**config.mk**
```make
export PLATFORM = sky130hd
export DESIGN_NAME = debounced_trigger_beep_sequencer
export DESIGN_NICKNAME = d
export VERILOG_FILES = /design/src/hw/rtl/dtbs_pkg.sv /design/src/hw/rtl/dtbs_cfg_regs.sv /design/src/hw/rtl/dtbs_debounce.sv /design/src/hw/rtl/dtbs_pattern.sv /design/src/hw/rtl/debounced_trigger_beep_sequencer.sv
export SDC_FILE = /design/constraint.sdc
export NUM_CORES = 1
export LEC_CHECK = 0
export BUFFER_PORTS_ARGS = -buffer_cell sky130_fd_sc_hd__buf_2
export CAP_MARGIN = 25
export CORE_AREA = 2 2 120 145
export DETAILED_ROUTE_END_ITERATION = 7
export DIE_AREA = 0 0 122 147
export PLACE_DENSITY = 0.7
export SLEW_MARGIN = 10
export SYNTH_ARGS = -nofsm -noshare
export SYNTH_HDL_FRONTEND = slang
export SYNTH_SLANG_ARGS = --single-unit
```
**constraint.sdc**
```tcl
create_clock -name clk -period 7.85 [get_ports clk]
set_input_delay 1.1775 -clock clk [delete_from_list [all_inputs] [get_ports clk]]
set_output_delay 1.1775 -clock clk [all_outputs]
set_load 0.005 [all_outputs]
```
**src/hw/rtl/dtbs_pkg.sv**
```systemverilog
package dtbs_pkg;

  localparam int unsigned CfgWidth   = 16;
  localparam int unsigned IndexWidth = 3;
  localparam int unsigned StepWidth  = 3;

  // Register indexes of the configuration port
  localparam logic [IndexWidth-1:0] REG_DEBOUNCE    = 3'd0;
  localparam logic [IndexWidth-1:0] REG_SHORT_BEEP  = 3'd1;
  localparam logic [IndexWidth-1:0] REG_LONG_BEEP   = 3'd2;
  localparam logic [IndexWidth-1:0] REG_BEEP_GAP    = 3'd3;
  localparam logic [IndexWidth-1:0] REG_PATTERN_GAP = 3'd4;
  localparam logic [IndexWidth-1:0] REG_COOLDOWN    = 3'd5;

  // Pattern phases
  localparam logic [StepWidth-1:0] STEP_BEEP_1     = 3'd0;
  localparam logic [StepWidth-1:0] STEP_GAP_1      = 3'd1;
  localparam logic [StepWidth-1:0] STEP_BEEP_2     = 3'd2;
  localparam logic [StepWidth-1:0] STEP_GAP_2      = 3'd3;
  localparam logic [StepWidth-1:0] STEP_BEEP_3     = 3'd4;
  localparam logic [StepWidth-1:0] STEP_PATTERN_GAP = 3'd5;
  localparam logic [StepWidth-1:0] STEP_LONG_BEEP  = 3'd6;

  // Reset values of the registers
  localparam logic [CfgWidth-1:0] RST_DEBOUNCE    = 16'd50;
  localparam logic [CfgWidth-1:0] RST_SHORT_BEEP  = 16'd150;
  localparam logic [CfgWidth-1:0] RST_LONG_BEEP   = 16'd800;
  localparam logic [CfgWidth-1:0] RST_BEEP_GAP    = 16'd100;
  localparam logic [CfgWidth-1:0] RST_PATTERN_GAP = 16'd200;
  localparam logic [CfgWidth-1:0] RST_COOLDOWN    = 16'd1000;

  typedef struct packed {
    logic [CfgWidth-1:0] debounce_ms;
    logic [CfgWidth-1:0] short_beep_ms;
    logic [CfgWidth-1:0] long_beep_ms;
    logic [CfgWidth-1:0] beep_gap_ms;
    logic [CfgWidth-1:0] pattern_gap_ms;
    logic [CfgWidth-1:0] cooldown_ms;
  } cfg_t;

  typedef struct packed {
    logic                 relay_on;
    logic [StepWidth-1:0] pattern_step;
    logic                 sequence_active;
    logic                 cooling_down;
  } result_t;

endpackage

```
**src/hw/rtl/dtbs_cfg_regs.sv**
```systemverilog
module dtbs_cfg_regs (
  input  logic                              clk,
  input  logic                              rst,
  input  logic                              cfg_write,
  input  logic [dtbs_pkg::IndexWidth-1:0]   cfg_index,
  input  logic [dtbs_pkg::CfgWidth-1:0]     cfg_data,
  output dtbs_pkg::cfg_t                    cfg
);
  import dtbs_pkg::*;

  always_ff @(posedge clk) begin
    if (rst) begin
      cfg.debounce_ms    <= RST_DEBOUNCE;
      cfg.short_beep_ms  <= RST_SHORT_BEEP;
      cfg.long_beep_ms   <= RST_LONG_BEEP;
      cfg.beep_gap_ms    <= RST_BEEP_GAP;
      cfg.pattern_gap_ms <= RST_PATTERN_GAP;
      cfg.cooldown_ms    <= RST_COOLDOWN;
    end else if (cfg_write) begin
      unique case (cfg_index)
        REG_DEBOUNCE:    cfg.debounce_ms    <= cfg_data;
        REG_SHORT_BEEP:  cfg.short_beep_ms  <= cfg_data;
        REG_LONG_BEEP:   cfg.long_beep_ms   <= cfg_data;
        REG_BEEP_GAP:    cfg.beep_gap_ms    <= cfg_data;
        REG_PATTERN_GAP: cfg.pattern_gap_ms <= cfg_data;
        REG_COOLDOWN:    cfg.cooldown_ms    <= cfg_data;
        default: ; // drop writes to unknown indexes
      endcase
    end
  end

endmodule

```
**src/hw/rtl/dtbs_debounce.sv**
```systemverilog
module dtbs_debounce #(
  parameter int unsigned TIMER_WIDTH = 16
) (
  input  logic           clk,
  input  logic           rst,
  input  logic           tick,
  input  logic           raw,
  input  dtbs_pkg::cfg_t cfg,
  output logic           press
);
  import dtbs_pkg::*;

  localparam int unsigned CmpWidth = (TIMER_WIDTH > CfgWidth) ? TIMER_WIDTH : CfgWidth;

  logic                   previous_raw;
  logic                   stable_level;
  logic [TIMER_WIDTH-1:0] debounce_count;
  logic [TIMER_WIDTH-1:0] debounce_count_next;
  logic                   settle;

  always_comb begin
    if (raw != previous_raw) begin
      debounce_count_next = '0;
    end else if (debounce_count == '1) begin
      debounce_count_next = debounce_count;
    end else begin
      debounce_count_next = debounce_count + TIMER_WIDTH'(1);
    end
    settle = (CmpWidth'(debounce_count_next) > CmpWidth'(cfg.debounce_ms))
             && (raw != stable_level);
  end

  // A settled fall to pressed (level 0) is the trigger
  assign press = settle && !raw;

  always_ff @(posedge clk) begin
    if (rst) begin
      previous_raw   <= 1'b1;
      stable_level   <= 1'b1;
      debounce_count <= '0;
    end else if (tick) begin
      previous_raw   <= raw;
      debounce_count <= debounce_count_next;
      if (settle) begin
        stable_level <= raw;
      end
    end
  end

endmodule

```
**src/hw/rtl/dtbs_pattern.sv**
```systemverilog
module dtbs_pattern #(
  parameter int unsigned TIMER_WIDTH = 16
) (
  input  logic              clk,
  input  logic              rst,
  input  logic              tick,
  input  logic              press,
  input  dtbs_pkg::cfg_t    cfg,
  output dtbs_pkg::result_t result_next
);
  import dtbs_pkg::*;

  localparam int unsigned CmpWidth = (TIMER_WIDTH > CfgWidth) ? TIMER_WIDTH : CfgWidth;

  logic                   running;
  logic                   cooling;
  logic                   relay_drive;
  logic [StepWidth-1:0]   step_index;
  logic [TIMER_WIDTH-1:0] step_elapsed;
  logic [TIMER_WIDTH-1:0] cooldown_count;

  logic                   running_next;
  logic                   cooling_next;
  logic                   relay_drive_next;
  logic [StepWidth-1:0]   step_index_next;
  logic [TIMER_WIDTH-1:0] step_elapsed_next;
  logic [TIMER_WIDTH-1:0] cooldown_count_next;
  logic [CfgWidth-1:0]    phase_time;
  logic                   start;

  always_comb begin
    running_next        = running;
    cooling_next        = cooling;
    relay_drive_next    = relay_drive;
    step_index_next     = step_index;
    step_elapsed_next   = step_elapsed;
    cooldown_count_next = cooldown_count;

    // Advance cooldown and release once the count is reached
    if (cooling) begin
      if (cooldown_count != '1) begin
        cooldown_count_next = cooldown_count + TIMER_WIDTH'(1);
      end
      if (CmpWidth'(cooldown_count_next) >= CmpWidth'(cfg.cooldown_ms)) begin
        cooling_next = 1'b0;
      end
    end

    if (running && (step_elapsed != '1)) begin
      step_elapsed_next = step_elapsed + TIMER_WIDTH'(1);
    end

    start = press && !running && !cooling_next;
    if (start) begin
      running_next      = 1'b1;
      step_index_next   = STEP_BEEP_1;
      step_elapsed_next = '0;
      relay_drive_next  = 1'b1;
    end

    unique case (step_index_next)
      STEP_BEEP_1, STEP_BEEP_2, STEP_BEEP_3: phase_time = cfg.short_beep_ms;
      STEP_GAP_1, STEP_GAP_2:                phase_time = cfg.beep_gap_ms;
      STEP_PATTERN_GAP:                      phase_time = cfg.pattern_gap_ms;
      default:                               phase_time = cfg.long_beep_ms;
    endcase

    if (running_next && (CmpWidth'(step_elapsed_next) >= CmpWidth'(phase_time))) begin
      if (step_index_next >= STEP_LONG_BEEP) begin
        relay_drive_next    = 1'b0;
        running_next        = 1'b0;
        step_index_next     = STEP_BEEP_1;
        step_elapsed_next   = '0;
        cooldown_count_next = '0;
        cooling_next        = (cfg.cooldown_ms != '0);
      end else begin
        step_index_next   = step_index_next + StepWidth'(1);
        step_elapsed_next = '0;
        relay_drive_next  = !step_index_next[0];
      end
    end

    result_next.relay_on        = relay_drive_next;
    result_next.pattern_step    = step_index_next;
    result_next.sequence_active = running_next;
    result_next.cooling_down    = cooling_next;
  end

  always_ff @(posedge clk) begin
    if (rst) begin
      running        <= 1'b0;
      cooling        <= 1'b0;
      relay_drive    <= 1'b0;
      step_index     <= STEP_BEEP_1;
      step_elapsed   <= '0;
      cooldown_count <= '0;
    end else if (tick) begin
      running        <= running_next;
      cooling        <= cooling_next;
      relay_drive    <= relay_drive_next;
      step_index     <= step_index_next;
      step_elapsed   <= step_elapsed_next;
      cooldown_count <= cooldown_count_next;
    end
  end

endmodule

```
**src/hw/rtl/debounced_trigger_beep_sequencer.sv**
```systemverilog
// An accepted request has its result loaded into the output register as it is taken.
// Throughput: one request per cycle; the debounce and phase counters update in the
// cycle of acceptance, and a new request is taken whenever the output slot empties.
// Reset (rst, synchronous): registers return to their defaults, the button reads
// released, the horn is off, no pattern or cooldown runs and the output is empty.
module debounced_trigger_beep_sequencer #(
  parameter int unsigned TIMER_WIDTH = 16
) (
  input  logic                            clk,
  input  logic                            rst,
  // Configuration write port
  input  logic                            cfg_write,
  input  logic [dtbs_pkg::IndexWidth-1:0] cfg_index,
  input  logic [dtbs_pkg::CfgWidth-1:0]   cfg_data,
  // Input channel: one request per millisecond tick
  input  logic                            in_valid,
  output logic                            in_ready,
  input  logic                            button_level,
  // Output channel: one result per request
  output logic                            out_valid,
  input  logic                            out_ready,
  output logic                            relay_on,
  output logic [dtbs_pkg::StepWidth-1:0]  pattern_step,
  output logic                            sequence_active,
  output logic                            cooling_down
);
  import dtbs_pkg::*;

  cfg_t    cfg;
  result_t result_next;
  result_t result;
  logic    tick;
  logic    press;

  // Take a request whenever the result slot is free or drains this cycle
  assign in_ready = !out_valid || out_ready;
  assign tick     = in_valid && in_ready;

  dtbs_cfg_regs u_cfg_regs (
    .clk       (clk),
    .rst       (rst),
    .cfg_write (cfg_write),
    .cfg_index (cfg_index),
    .cfg_data  (cfg_data),
    .cfg       (cfg)
  );

  // Debounce the raw level; flag a settled fall to pressed
  dtbs_debounce #(
    .TIMER_WIDTH (TIMER_WIDTH)
  ) u_debounce (
    .clk   (clk),
    .rst   (rst),
    .tick  (tick),
    .raw   (button_level),
    .cfg   (cfg),
    .press (press)
  );

  // Run the seven phase horn pattern and the cooldown after it
  dtbs_pattern #(
    .TIMER_WIDTH (TIMER_WIDTH)
  ) u_pattern (
    .clk         (clk),
    .rst         (rst),
    .tick        (tick),
    .press       (press),
    .cfg         (cfg),
    .result_next (result_next)
  );

  // Result register: load on acceptance, hold while the consumer stalls
  always_ff @(posedge clk) begin
    if (rst) begin
      out_valid <= 1'b0;
    end else if (tick) begin
      out_valid <= 1'b1;
    end else if (out_ready) begin
      out_valid <= 1'b0;
    end
  end

  always_ff @(posedge clk) begin
    if (tick) begin
      result <= result_next;
    end
  end

  assign relay_on        = result.relay_on;
  assign pattern_step    = result.pattern_step;
  assign sequence_active = result.sequence_active;
  assign cooling_down    = result.cooling_down;

`ifndef ASSERT_OFF
  a_relay_only_on_beep: assert property (@(posedge clk) disable iff (rst)
    out_valid && relay_on |-> sequence_active && !pattern_step[0])
    else $error("relay energised outside a beep phase");

  a_step_idle_zero: assert property (@(posedge clk) disable iff (rst)
    out_valid && !sequence_active |-> pattern_step == STEP_BEEP_1)
    else $error("pattern step not zero while idle");

  a_no_run_while_cooling: assert property (@(posedge clk) disable iff (rst)
    out_valid |-> !(sequence_active && cooling_down))
    else $error("pattern running during cooldown");

  a_step_in_range: assert property (@(posedge clk) disable iff (rst)
    out_valid |-> pattern_step <= STEP_LONG_BEEP)
    else $error("pattern step out of range");
`endif

endmodule
```
==> results.json <==
{
  "synth_cells": 1189,
  "drtAntennaViolNets": 0,
  "grt_pass1_vias": 7897,
  "gr-total-overflow": 0,
  "ys_async_sr_fraction_pct": 0,
  "multi_input_area_um2": 5320,
  "crit_path_frequent_cell": "ha_1",
  "end_kind": "flop",
  "crit_slowest_cell": "or3_1",
  "cts_tree": "done",
  "setup_slack_ps": 555,
  "path_class": "reg -> reg",
  "yosysWarnings": 0,
  "antenna_found_initial": 0,
  "coreArea_um2": 16600,
  "area_growth_pct": 11.0,
  "relSlewSlack_pct": 31.2,
  "rows": 52,
  "drv_cap": 0,
  "nNetsFinal": 1278,
  "fin_crit_ps": 7300,
  "wirelength_um": 24200,
  "die_w_um": 122,
  "clock_latency_ps": 430,
  "grt_max_degree": 101,
  "syn_area_um2": 8980,
  "clockBufferDepth": 2,
  "portBuffers": 32,
  "status": "finished, final reports clean",
  "worst-r2r-setup-slack_ps": 550,
  "synth_edf_count": 6,
  "min_period_over_period_pct": 92.9,
  "diodes": 0,
  "hold_viol_final": 0,
  "routabilityCongestion": 0.904,
  "cp.required_ps": 8030,
  "drcViolationCount": 0,
  "synth_top_area_share_pct": 34.1,
  "cp_slowest_stage_delay_ps": 480,
  "setup_viol": 0,
  "power.density_nw_per_um2": 185,
  "critical_path_peak_fanout": 16,
  "ys.flop_type": "dfxtp_1",
  "hp-class": "reg -> reg",
  "viasPerCell": 5.81,
  "ys_types": 62,
  "synthTopCellsByArea": "dfxtp_1 (34%), nand2_1 (12%), a21oi_1 (7.9%), ha_1 (7.8%), nor2_1 (4.1%)",
  "worstMarginPinSlew_ps": 1030,
  "ctsRootBufferMaster": "clkbuf_16",
  "drt_pass1_iterations": 5,
  "drv_slew": 0,
  "grt_first_pass_wirelength_um": 39500,
  "vdd.ir_drop.worst_v": 0.000167,
  "grt.total_usage_pct": 28.0,
  "ys_seq_elements": 159,
  "seqCellArea_um2": 3240,
  "fp.dieArea_um2": 17900,
  "syn_nets": 1270,
  "start_util_pct": 54.1,
  "fin_worst_skew_ps": 12.9,
  "p_leak_nw": 3.89,
  "fill_cells": 1605,
  "pre_cts_ws_ps": 264,
  "cts.sinks": 159,
  "wire_per_inst_um": 17.0,
  "via_count": 8284,
  "start_kind": "flop",
  "avgSynthCellArea_um2": 7.55,
  "die-height_um": 147,
  "ios": 33,
  "post-route-util_pct": 60.1,
  "hpwl_um": 17200,
  "dr.first_iter.drc_count": 554,
  "cts_buffers": 17,
  "netlist.top_cell.by_area": "dfxtp_1",
  "clk_pin_slew_ps": 70,
  "whs_ps": 452,
  "drive_gt1_share_pct": 9.01,
  "yosysSeqAreaShare_pct": 36.1,
  "fmax_ghz": 0.137,
  "cts_max_level": 4,
  "critPathArrivalTime_ps": 7470
}
[Yosys cell counts (3+ instances only)]
master and instances:
xnor2_1 18, nand2b_1 10, nor2_1 98, xor2_1 23, a21oi_1 142, nand3_1 27, a32o_1 4, nor2b_1 7
a211oi_1 5, nand4_1 12, o31ai_1 15, a21o_1 7, nand3b_1 20, or3_1 3, inv_1 44, nor3_1 13
a31oi_1 10, and3_1 11, o21ai_0 31, or2_2 4, and4_1 7, nor3b_1 33, clkbuf_1 53, nand2_1 289
mux2_2 3, a22oi_1 3, and2_1 8, mux2i_1 4, a22o_1 4, ha_1 56, dfxtp_1 153, nor4_1 6
edfxtp_1 6, a211o_1 3, o32ai_1 15, buf_2 10
[area by class of cell]
cell class | instances | share of cell area [%]
timing repair buffer | 55 | 3.36
tap | 216 | 2.71
multi-input combinational | 920 | 53.4
clock inverter | 12 | 1.75
sequential | 159 | 32.5
clock buffer | 20 | 4.58
inverter | 44 | 1.66
[power breakdown]
group | switching, mW | internal (mW) | leakage, nW
combinational | 0.0801 | 0.0363 | 2.28
clock | 0.365 | 0.528 | 0.308
sequential | 0.00855 | 0.826 | 1.30
[repair_timing]
action,in CTS,in global routing
buffers inserted,0,4
hold buffers,0,0
setup endpoints to repair,0,42
resized for setup,0,4
[sequential cells by signal (all words and copies together) (netlist names)]
name                       count
sequence_active                1
u_debounce.debounce_count     16
out_valid                      1
u_pattern.step_index           3
u_pattern.step_elapsed        16
u_debounce.stable_level        1
u_pattern.relay_drive          1
u_pattern.running              1
cooling_down                   1
u_debounce.previous_raw        1
pattern_step                   3
u_cfg_regs.cfg                96
relay_on                       1
u_pattern.cooldown_count      16
u_pattern.cooling              1
[final timing paths]
check                               from                  to  cells past startpoint
max          u_pattern.cooldown_count[0]     pattern_step[1]                     30
min                   u_cfg_regs.cfg[94]  u_cfg_regs.cfg[94]                      2
max reg2reg  u_pattern.cooldown_count[0]     pattern_step[1]                     30
min reg2reg           u_cfg_regs.cfg[94]  u_cfg_regs.cfg[94]                      2
[per-stage QoR]
step,cells,power [mW],TNS [ps],cell area [um^2]
finish,1426,1.84,0,9970
global route,1426,1.90,-32.6,9970
CTS,1421,1.85,0,9910
detailed placement,1389,0.966,0,9280
global placement,1389,0.964,0,9280
floorplan,1189,0.919,0,8980
[metal layers]
metal | vias to the layer above | global-route usage, % | part of all wire, %
li1 | 4114 | - | -
met3 | 66 | 4.43 | 4.1
met5 | - | 0 | 0
met2 | 210 | 47.4 | 49
met4 | 0 | 13.4 | 4.3
met1 | 3894 | 34.6 | 42
[logic make-up (layout without fill, tap and decap cells)]
logic type | Yosys count | in the layout | share of synthesized area (%)
compound gates | 261 | 261 | 17.9
flops | 159 | 159 | 36.1
fa+ha+maj | 56 | 56 | 7.80
buf+inv | 110 | 131 | 4.82
simple gates | 555 | 555 | 28.5
xor+xnor | 41 | 41 | 4.00
mux | 7 | 7 | 0.822
[critical path: cells and delay by family (launching register included)]
kind	cells	cell delay (ps)
AND/OR/NAND/NOR	13	2960
AO/OA/AOI/OAI	8	1520
adder cells (fa/ha/maj)	5	1180
buffers and inverters	2	420
flip-flops	1	410
multiplexers	1	400
XOR/XNOR	1	150
[layout by cell type, fill, tap and decap left out, drive strengths merged, types with 7 or more instances in the layout]
master  instances
inv            49
nor3b          33
a21oi         144
and3           13
nand2         289
and4            7
dfxtp         153
nand2b         10
nand3b         20
xnor2          18
a21o            7
ha             56
nor2           99
and2            8
buf            55
nor4            7
nand4          12
xor2           23
o32ai          15
nor3           14
nor2b           7
o21ai          31
a31oi          10
clkbuf         20
o31ai          15
nand3          27
No activity file was read; power rests on OpenSTA's default activity.
